## src/rtl/ffrm_pkg.sv

```systemverilog
// package for the force feedback rumble mapper: codes, constants, record types
// and the impact level tables built at elaboration
// depends on nothing
`default_nettype none

package ffrm_pkg;

	localparam int LEVEL_W       = 16;
	localparam int STRENGTH_W    = 8;
	localparam int EFFECT_W      = 3;
	localparam int POS_W         = 16;
	localparam int HOLD_W        = 4;

	localparam int LEVEL_CEILING = 65535;
	localparam int DRIVE_FULL    = 255;
	localparam int DEADZONE      = 7000;
	localparam int HOLD_FRAMES   = 12;
	localparam int AXIS_MAX      = 32767;

	localparam int IMPACT_MIN    = LEVEL_CEILING / 4;
	localparam int IMPACT_SPAN   = LEVEL_CEILING - IMPACT_MIN;
	localparam int CORNER_PEAK   = LEVEL_CEILING * 2 / 5;
	localparam int CORNER_SPAN   = AXIS_MAX - DEADZONE;
	localparam int OVER_W        = $clog2(CORNER_SPAN + 1);
	localparam int DEFL_W        = POS_W + 1;

	// cornering = floor(over * peak / span) as (over * mul) >> shift, exact over the span
	localparam int CORNER_SHIFT  = 30;
	localparam logic [63:0] CORNER_MUL_WIDE =
		((64'(CORNER_PEAK) << CORNER_SHIFT) + 64'(CORNER_SPAN) - 64'd1) / 64'(CORNER_SPAN);
	localparam int CORNER_MUL_W  = 31;
	localparam logic [CORNER_MUL_W-1:0] CORNER_MUL = CORNER_MUL_WIDE[CORNER_MUL_W-1:0];
	localparam int CORNER_PROD_W = OVER_W + CORNER_MUL_W;

	typedef enum logic [0:0] {
		REQ_CMD   = 1'b0,
		REQ_FRAME = 1'b1
	} req_kind_t;

	typedef enum logic [EFFECT_W-1:0] {
		EFF_OTHER      = 3'd0,
		EFF_SPRING     = 3'd1,
		EFF_VIBRATE    = 3'd2,
		EFF_PUSH_LEFT  = 3'd3,
		EFF_PUSH_RIGHT = 3'd4,
		EFF_LATCHED    = 3'd5
	} effect_t;

	typedef enum logic [1:0] {
		DIR_NONE  = 2'd0,
		DIR_LEFT  = 2'd1,
		DIR_RIGHT = 2'd2
	} dir_t;

	typedef struct packed {
		logic [EFFECT_W-1:0]   effect;
		logic                  held;
		logic [STRENGTH_W-1:0] strength;
	} latch_t;

	typedef struct packed {
		logic [LEVEL_W-1:0] target;
		dir_t               dir_next;
	} frame_eval_t;

	typedef logic [LEVEL_W-1:0] level_table_t [2**STRENGTH_W];

	function automatic level_table_t build_impact_table();
		level_table_t t;
		for (int i = 0; i < 2**STRENGTH_W; i++) begin
			t[i] = LEVEL_W'(IMPACT_MIN + (IMPACT_SPAN * i) / DRIVE_FULL);
		end
		return t;
	endfunction

	function automatic level_table_t build_boost_table();
		level_table_t t;
		int           v;
		for (int i = 0; i < 2**STRENGTH_W; i++) begin
			v = (IMPACT_MIN + (IMPACT_SPAN * i) / DRIVE_FULL) * 3 / 2;
			t[i] = (v > LEVEL_CEILING) ? LEVEL_W'(LEVEL_CEILING) : LEVEL_W'(v);
		end
		return t;
	endfunction

	localparam level_table_t IMPACT_TABLE = build_impact_table();
	localparam level_table_t BOOST_TABLE  = build_boost_table();

endpackage

`default_nettype wire

```

## src/rtl/ffrm_frame_calc.sv

```systemverilog
// frame evaluation: impact from the latched command, cornering from deflection,
// target level and next push direction
// depends on ffrm_pkg
`default_nettype none

module ffrm_frame_calc (
	input  var ffrm_pkg::latch_t               latch,
	input  var ffrm_pkg::dir_t                 dir,
	input  var logic [ffrm_pkg::POS_W-1:0]     pos,
	output var ffrm_pkg::frame_eval_t          eval
);

	logic                                  is_push;
	logic                                  is_impact;
	ffrm_pkg::dir_t                        push_dir;
	ffrm_pkg::dir_t                        dir_next;
	logic [ffrm_pkg::LEVEL_W-1:0]          impact;
	logic [ffrm_pkg::DEFL_W-1:0]           defl;
	logic [ffrm_pkg::DEFL_W-1:0]           over_raw;
	logic [ffrm_pkg::OVER_W-1:0]           over;
	logic [ffrm_pkg::CORNER_PROD_W-1:0]    prod;
	logic [ffrm_pkg::LEVEL_W-1:0]          cornering;

	always_comb begin
		is_push   = (latch.effect == ffrm_pkg::EFF_PUSH_LEFT) ||
		            (latch.effect == ffrm_pkg::EFF_PUSH_RIGHT);
		is_impact = (latch.strength != '0) && !latch.held &&
		            (is_push || (latch.effect == ffrm_pkg::EFF_VIBRATE));
		push_dir  = (latch.effect == ffrm_pkg::EFF_PUSH_LEFT) ? ffrm_pkg::DIR_LEFT :
		            ffrm_pkg::DIR_RIGHT;
		impact   = '0;
		dir_next = dir;
		if (is_impact) begin
			impact = ffrm_pkg::IMPACT_TABLE[latch.strength];
			if (is_push && (push_dir != dir)) begin
				impact   = ffrm_pkg::BOOST_TABLE[latch.strength];
				dir_next = push_dir;
			end
		end
	end

	// magnitude of the axis, full negative deflection counts one past the positive end
	always_comb begin
		defl     = pos[ffrm_pkg::POS_W-1] ?
		           ffrm_pkg::DEFL_W'((1 << ffrm_pkg::POS_W) - {1'b0, pos}) : {1'b0, pos};
		over_raw = defl - ffrm_pkg::DEFL_W'(ffrm_pkg::DEADZONE);
		if (defl <= ffrm_pkg::DEFL_W'(ffrm_pkg::DEADZONE)) begin
			over = '0;
		end else if (over_raw > ffrm_pkg::DEFL_W'(ffrm_pkg::CORNER_SPAN)) begin
			over = ffrm_pkg::OVER_W'(ffrm_pkg::CORNER_SPAN);
		end else begin
			over = over_raw[ffrm_pkg::OVER_W-1:0];
		end
		prod      = ffrm_pkg::CORNER_PROD_W'(over) * ffrm_pkg::CORNER_PROD_W'(ffrm_pkg::CORNER_MUL);
		cornering = prod[ffrm_pkg::CORNER_SHIFT +: ffrm_pkg::LEVEL_W];
	end

	assign eval = '{target: ((impact > cornering) ? impact : cornering), dir_next: dir_next};

endmodule

`default_nettype wire

```

## src/rtl/force_feedback_rumble_mapper.sv

```systemverilog
// a frame tick's rumble pair is captured in the input register at acceptance and moves into the
// result register once that register holds no unaccepted result; commands give no result
// throughput: one request per clock, ready drops only while a frame result waits
// asynchronous active-low reset clears the latch, level, hold, sent pair and
// steering_present; depends on ffrm_pkg and ffrm_frame_calc
`default_nettype none

module force_feedback_rumble_mapper (
	input  var logic                                 clk,
	input  var logic                                 arst_n,
	input  var logic                                 cfg_we,
	input  var logic                                 cfg_wdata,
	input  var logic                                 req_valid,
	output var logic                                 req_ready,
	input  var logic                                 req_type,
	input  var logic [ffrm_pkg::EFFECT_W-1:0]        cmd_effect,
	input  var logic                                 cmd_held,
	input  var logic [ffrm_pkg::STRENGTH_W-1:0]      cmd_strength,
	input  var logic signed [ffrm_pkg::POS_W-1:0]    steering_pos,
	input  var logic                                 rumble_enabled,
	output var logic                                 rsp_valid,
	input  var logic                                 rsp_ready,
	output var logic [ffrm_pkg::LEVEL_W-1:0]         strong_level,
	output var logic [ffrm_pkg::LEVEL_W-1:0]         weak_level,
	output var logic                                 level_changed
);

	// input register
	logic                                  valid_s1;
	logic                                  req_type_s1;
	logic [ffrm_pkg::EFFECT_W-1:0]         effect_s1;
	logic                                  held_s1;
	logic [ffrm_pkg::STRENGTH_W-1:0]       strength_s1;
	logic [ffrm_pkg::POS_W-1:0]            pos_s1;
	logic                                  enabled_s1;

	// mapping state
	logic                                  steering_present_q;
	ffrm_pkg::latch_t                      latch_q, latch_d;
	logic [ffrm_pkg::LEVEL_W-1:0]          level_q, level_d;
	ffrm_pkg::dir_t                        dir_q, dir_d;
	logic [ffrm_pkg::HOLD_W-1:0]           hold_q, hold_d;
	logic [ffrm_pkg::LEVEL_W-1:0]          sent_strong_q;
	logic [ffrm_pkg::LEVEL_W-1:0]          sent_weak_q;

	// result register
	logic                                  rsp_valid_q;
	logic [ffrm_pkg::LEVEL_W-1:0]          strong_q;
	logic [ffrm_pkg::LEVEL_W-1:0]          weak_q;
	logic                                  changed_q;

	logic                                  rsp_free;
	logic                                  is_frame_s1;
	logic                                  done_s1;
	logic                                  skip_cmd;
	logic                                  active;
	logic [ffrm_pkg::LEVEL_W-1:0]          strong_d;
	logic [ffrm_pkg::LEVEL_W-1:0]          weak_d;
	logic                                  changed_d;
	ffrm_pkg::frame_eval_t                 eval;

	assign rsp_free    = !rsp_valid_q || rsp_ready;
	assign is_frame_s1 = (req_type_s1 == ffrm_pkg::REQ_FRAME);
	assign done_s1     = valid_s1 && (!is_frame_s1 || rsp_free);
	assign req_ready   = !valid_s1 || done_s1;

	always_ff @(posedge clk or negedge arst_n) begin
		if (!arst_n) begin
			valid_s1 <= 1'b0;
		end else if (req_ready) begin
			valid_s1 <= req_valid;
		end
	end

	always_ff @(posedge clk) begin
		if (req_ready && req_valid) begin
			req_type_s1 <= req_type;
			effect_s1   <= cmd_effect;
			held_s1     <= cmd_held;
			strength_s1 <= cmd_strength;
			pos_s1      <= $unsigned(steering_pos);
			enabled_s1  <= rumble_enabled;
		end
	end

	ffrm_frame_calc u_frame_calc (
		.latch (latch_q),
		.dir   (dir_q),
		.pos   (pos_s1),
		.eval  (eval)
	);

	always_comb begin
		skip_cmd = (effect_s1 == ffrm_pkg::EFF_OTHER) ||
		           (effect_s1 > ffrm_pkg::EFF_LATCHED) ||
		           ((effect_s1 == ffrm_pkg::EFF_SPRING) && !held_s1 && latch_q.held);
		active   = enabled_s1 && steering_present_q;

		latch_d  = latch_q;
		level_d  = level_q;
		dir_d    = dir_q;
		hold_d   = hold_q;
		strong_d = '0;
		weak_d   = '0;

		if (!is_frame_s1) begin
			if (!skip_cmd) begin
				latch_d.effect   = effect_s1;
				latch_d.held     = held_s1;
				latch_d.strength = (strength_s1 > ffrm_pkg::STRENGTH_W'(ffrm_pkg::DRIVE_FULL)) ?
				                   ffrm_pkg::STRENGTH_W'(ffrm_pkg::DRIVE_FULL) : strength_s1;
			end
		end else if (!active) begin
			latch_d = '0;
			level_d = '0;
			dir_d   = ffrm_pkg::DIR_NONE;
			hold_d  = '0;
		end else begin
			dir_d = eval.dir_next;
			if (eval.target != '0) begin
				level_d = eval.target;
				hold_d  = ffrm_pkg::HOLD_W'(ffrm_pkg::HOLD_FRAMES);
			end else if (hold_q != '0) begin
				hold_d = hold_q - 1'b1;
				if (hold_q == ffrm_pkg::HOLD_W'(1)) begin
					level_d = '0;
					dir_d   = ffrm_pkg::DIR_NONE;
				end
			end
			strong_d = level_d;
			weak_d   = level_d >> 1;
		end

		changed_d = (strong_d != sent_strong_q) || (weak_d != sent_weak_q);
	end

	always_ff @(posedge clk or negedge arst_n) begin
		if (!arst_n) begin
			steering_present_q <= 1'b0;
			latch_q            <= '0;
			level_q            <= '0;
			dir_q              <= ffrm_pkg::DIR_NONE;
			hold_q             <= '0;
			sent_strong_q      <= '0;
			sent_weak_q        <= '0;
		end else begin
			if (cfg_we) begin
				steering_present_q <= cfg_wdata;
			end
			if (done_s1) begin
				latch_q <= latch_d;
				level_q <= level_d;
				dir_q   <= dir_d;
				hold_q  <= hold_d;
				if (is_frame_s1) begin
					sent_strong_q <= strong_d;
					sent_weak_q   <= weak_d;
				end
			end
		end
	end

	always_ff @(posedge clk or negedge arst_n) begin
		if (!arst_n) begin
			rsp_valid_q <= 1'b0;
		end else if (done_s1 && is_frame_s1) begin
			rsp_valid_q <= 1'b1;
		end else if (rsp_ready) begin
			rsp_valid_q <= 1'b0;
		end
	end

	always_ff @(posedge clk) begin
		if (done_s1 && is_frame_s1) begin
			strong_q  <= strong_d;
			weak_q    <= weak_d;
			changed_q <= changed_d;
		end
	end

	assign rsp_valid     = rsp_valid_q;
	assign strong_level  = strong_q;
	assign weak_level    = weak_q;
	assign level_changed = changed_q;

endmodule

`default_nettype wire

```

## config.mk

```make
export PLATFORM = sky130hd
export DESIGN_NAME = force_feedback_rumble_mapper
export DESIGN_NICKNAME = d
export VERILOG_FILES = /design/src/rtl/ffrm_pkg.sv /design/src/rtl/ffrm_frame_calc.sv /design/src/rtl/force_feedback_rumble_mapper.sv
export SDC_FILE = /design/constraint.sdc
export NUM_CORES = 1
export LEC_CHECK = 0
export ABC_AREA = 0
export BUFFER_PORTS_ARGS = -buffer_cell sky130_fd_sc_hd__buf_2
export CAP_MARGIN = 25
export CORE_AREA = 2 2 163 165
export CTS_BUF_LIST = sky130_fd_sc_hd__clkbuf_4
export CTS_CLUSTER_SIZE = 28
export DETAILED_ROUTE_END_ITERATION = 16
export DIE_AREA = 0 0 165 167
export PLACE_DENSITY_LB_ADDON = 0.08
export SKIP_LAST_GASP = 1
export SYNTH_ARGS = -nofsm -noshare
export SYNTH_HDL_FRONTEND = slang
export SYNTH_SLANG_ARGS = --single-unit
```

## constraint.sdc

```tcl
create_clock -name clk -period 17.7 [get_ports clk]
set_input_delay 1.77 -clock clk [delete_from_list [all_inputs] [get_ports clk]]
set_output_delay 1.77 -clock clk [all_outputs]
set_load 0.03 [all_outputs]
```

==> impl_results.md <==
- Status: complete, no violations
- Layout Area Growth over Synthesis: 3.39%
- Arr. time, crit path: 15.34 ns
- Buf+Inv Stages, Crit Path: 6
- Layout cells sized above 1: 8.51%
- CTS Buf Count: 9
- DR WL met3: 4.65 mm
- Slew HR: 29.1%
- Hold_buf cts: 0
- Most frequent cells after synthesis: inv_1, ha_1, nand2_1
- Cell count after synthesis: ~2000
- Largest net degree at the start of global routing: 93
- Worst path slowest cell: edfxtp_1
- CTS tree: done
- Io pins: 71
- Post-CTS Setup Inserts: 0
- Synthesized net count: approximately 2300
- Met2 WL post-DR: 22.6 mm
- Clk sink count: 100
- I/O Buffers: 69
- Hold Path Class: reg -> reg
- DR pass1 iterations: 12
- Number of flops mapped to enable cells by yosys: 47
- Total negative slack: 0 ns
- Synth unique cells: between 90 and 100
- Crit path depth: 44
- Initial antenna violation count: 1
- Initial Utilization: 63.9%
- Flops & latches, synth: 100
- Post-CTS sizing: 0
- H-tree Lvls: 3
- Slew @ Worst Pin: 1.05 ns
- GRT overflow: 0
- Residual DRC: 0
- HPWL after detailed placement: 38.4 mm
- Die Wd: around 170 um
- Reg2Reg Depth: 44
- First-pass GRT wire length: 78.1 mm
- CTS root buffer: clkbuf_4
- Reg2reg setup slack: ~2.8 ns
- # Max-Cap Violations: 0
- Final Critical Period: 14.92 ns
- Die height: 167 um
- Final GP Congestion: 0.969
- YS warnings: 0
- Nets: between 2000 and 2500
- Yosys top cell area share: 16.1%
- Bufs on Longest Clock Path: 2
- Unrepaired setup endpoints after global routing: no
- WP data required: roughly 18 ns
- Count leader, synth: inv_1
- DR vias: between 15000 and 20000
- Synthesized area: ~0.016 sq mm
- Critical Path End: sent_strong_q[4]$_DFFE_PN0P_
- Vias in the first global route: 14700
- Setup CP Type: reg -> reg
- Critical path endpoint category: flop
- Max layer used: met4
- Seq/Total Area, Yosys: 16.6%
- Fmax: 67.0 MHz
- DR vias/cell: approximately 6.7
- Tcrit/Tclk final: ~84%
- Clk_skew: 0.0375 ns
- Fin. Hold Viols: 0
- Post-synth ARST share: around 53%
- Kind of cell adding the most delay to the critical path: compound AO/OA/AOI/OAI gates
- # rows: slightly below 60
- Post-route ant nets: 0
- Worst setup SP type: flop
- Die Area: about 0.028 sq mm
- Critical path fanouts, max: 31
- Reg clk slew, reported paths: about 0.2 ns
- GRT Total Usage: between 30% and 40%
- Reg-to-reg critical path startpoint: pos_s1[15]$_DFFE_PP_
- Reg2reg end: sent_strong_q[4]$_DFFE_PN0P_
- Final wirelength: 49.3 mm
- Setup violations, final: 0
- Core Area: 0.0258 sq mm
- Synth top area cells: ha_1, fa_1, edfxtp_1
- Most used DFF post-synth: dfrtp_1
- Iteration-0 DRC Markers: approximately 1800
- CP max stage delay: 1.00 ns
- Syn Area/Cell: 8.28 sq um
- Leading area contributor after synthesis: ha_1
- Worst-Skew Late Latency: 0.49 ns
- FILL cells: about 2300
- Avg WL per Cell: approximately 21 um
- Final Max Tran Viols: 0
- Worst Setup SP: pos_s1[15]$_DFFE_PP_
- Met1 wire length: 20.8 mm
==> layout make-up <==
type                       instances  area [sq um]  area share [%]
multi-input combinational       1526         12300            72.1
timing repair buffer              94           538            3.16
clock buffer                       9          67.6           0.397
sequential                       100          2740            16.1
clock inverter                     7          93.8           0.551
inverter                         237           890            5.22
tap                              335           419            2.46
antenna                            1          2.50          0.0147
==> worst min path at each step <==
stage	from	endpoint	slack (ns)	cells after the start
floorplan	strength_s1[0]$_DFFE_PP_	latch_q[0]$_DFFE_PN0P_	0.44	1
global placement	strength_s1[6]$_DFFE_PP_	latch_q[6]$_DFFE_PN0P_	0.44	1
detailed placement	strength_s1[1]$_DFFE_PP_	latch_q[1]$_DFFE_PN0P_	0.45	1
CTS	strength_s1[2]$_DFFE_PP_	latch_q[2]$_DFFE_PN0P_	0.50	1
global route	strength_s1[2]$_DFFE_PP_	latch_q[2]$_DFFE_PN0P_	0.51	1
finish	strength_s1[7]$_DFFE_PP_	latch_q[7]$_DFFE_PN0P_	0.49	1
==> cell families (layout without fill, tap and decap cells) <==
kind of cell	count (synthesis)	count (layout)	synth area share, %
buffers and inverters	363	347	8.86
other	1	2	0.0228
and+or+nand+nor	528	528	15.6
adders and majority gates	321	321	29.3
muxes	29	29	1.95
DFF	100	100	16.6
AOI/OAI and AO/OA	604	604	25.2
xor gates and xnor gates	43	43	2.38
==> registers in the layout, summed over array words and instances (netlist names), 2 cells and up <==
signal         flops
dir_q              2
sent_strong_q     16
effect_s1          3
level_q           16
hold_q             4
strong_level      16
pos_s1            16
latch_q           12
strength_s1        8
==> per-stage QoR <==
step / hold slack (ns) / cells / worst slack, ns / utilization [%] / instance area [sq um]
2_1_floorplan: 0.443 / 1989 / 4.77 / - / 16500
3_3_place_gp: 0.445 / 2290 / 3.03 / 65.4 / 16800
3_5_place_dp: 0.455 / 2290 / 2.58 / 65.4 / 16800
4_1_cts: 0.498 / 2306 / 2.53 / 66.0 / 17000
5_1_grt: 0.506 / 2309 / 1.73 / 66.1 / 17000
6_report: 0.494 / 2309 / 2.78 / 66.1 / 17000
==> layout by cell type (no fill, tap or decap), drive strengths merged, types with 28 or more instances in the layout <==
master | synthesis | layout
a21oi | 132 | 132
o22ai | 30 | 30
edfxtp | 47 | 47
o21ai | 122 | 122
a211oi | 36 | 36
nand2 | 169 | 169
nand3 | 28 | 28
o211ai | 30 | 30
fa | 109 | 109
nor2 | 118 | 118
inv | 234 | 236
buf | 40 | 93
dfrtp | 53 | 53
ha | 212 | 212
nor3 | 45 | 45
==> metal layers <==
| metal | vias to the layer above | global-route usage, % |
|---|---|---|
| met2 | 792 | 56.3 |
| met4 | 0 | 10.2 |
| met5 | - | 0 |
| li1 | 7141 | - |
| met3 | 106 | 6.72 |
| met1 | 7338 | 50.0 |
Power is not shown: default switching activity piles up to over one toggle a cycle in this logic, so the estimate is an artifact.
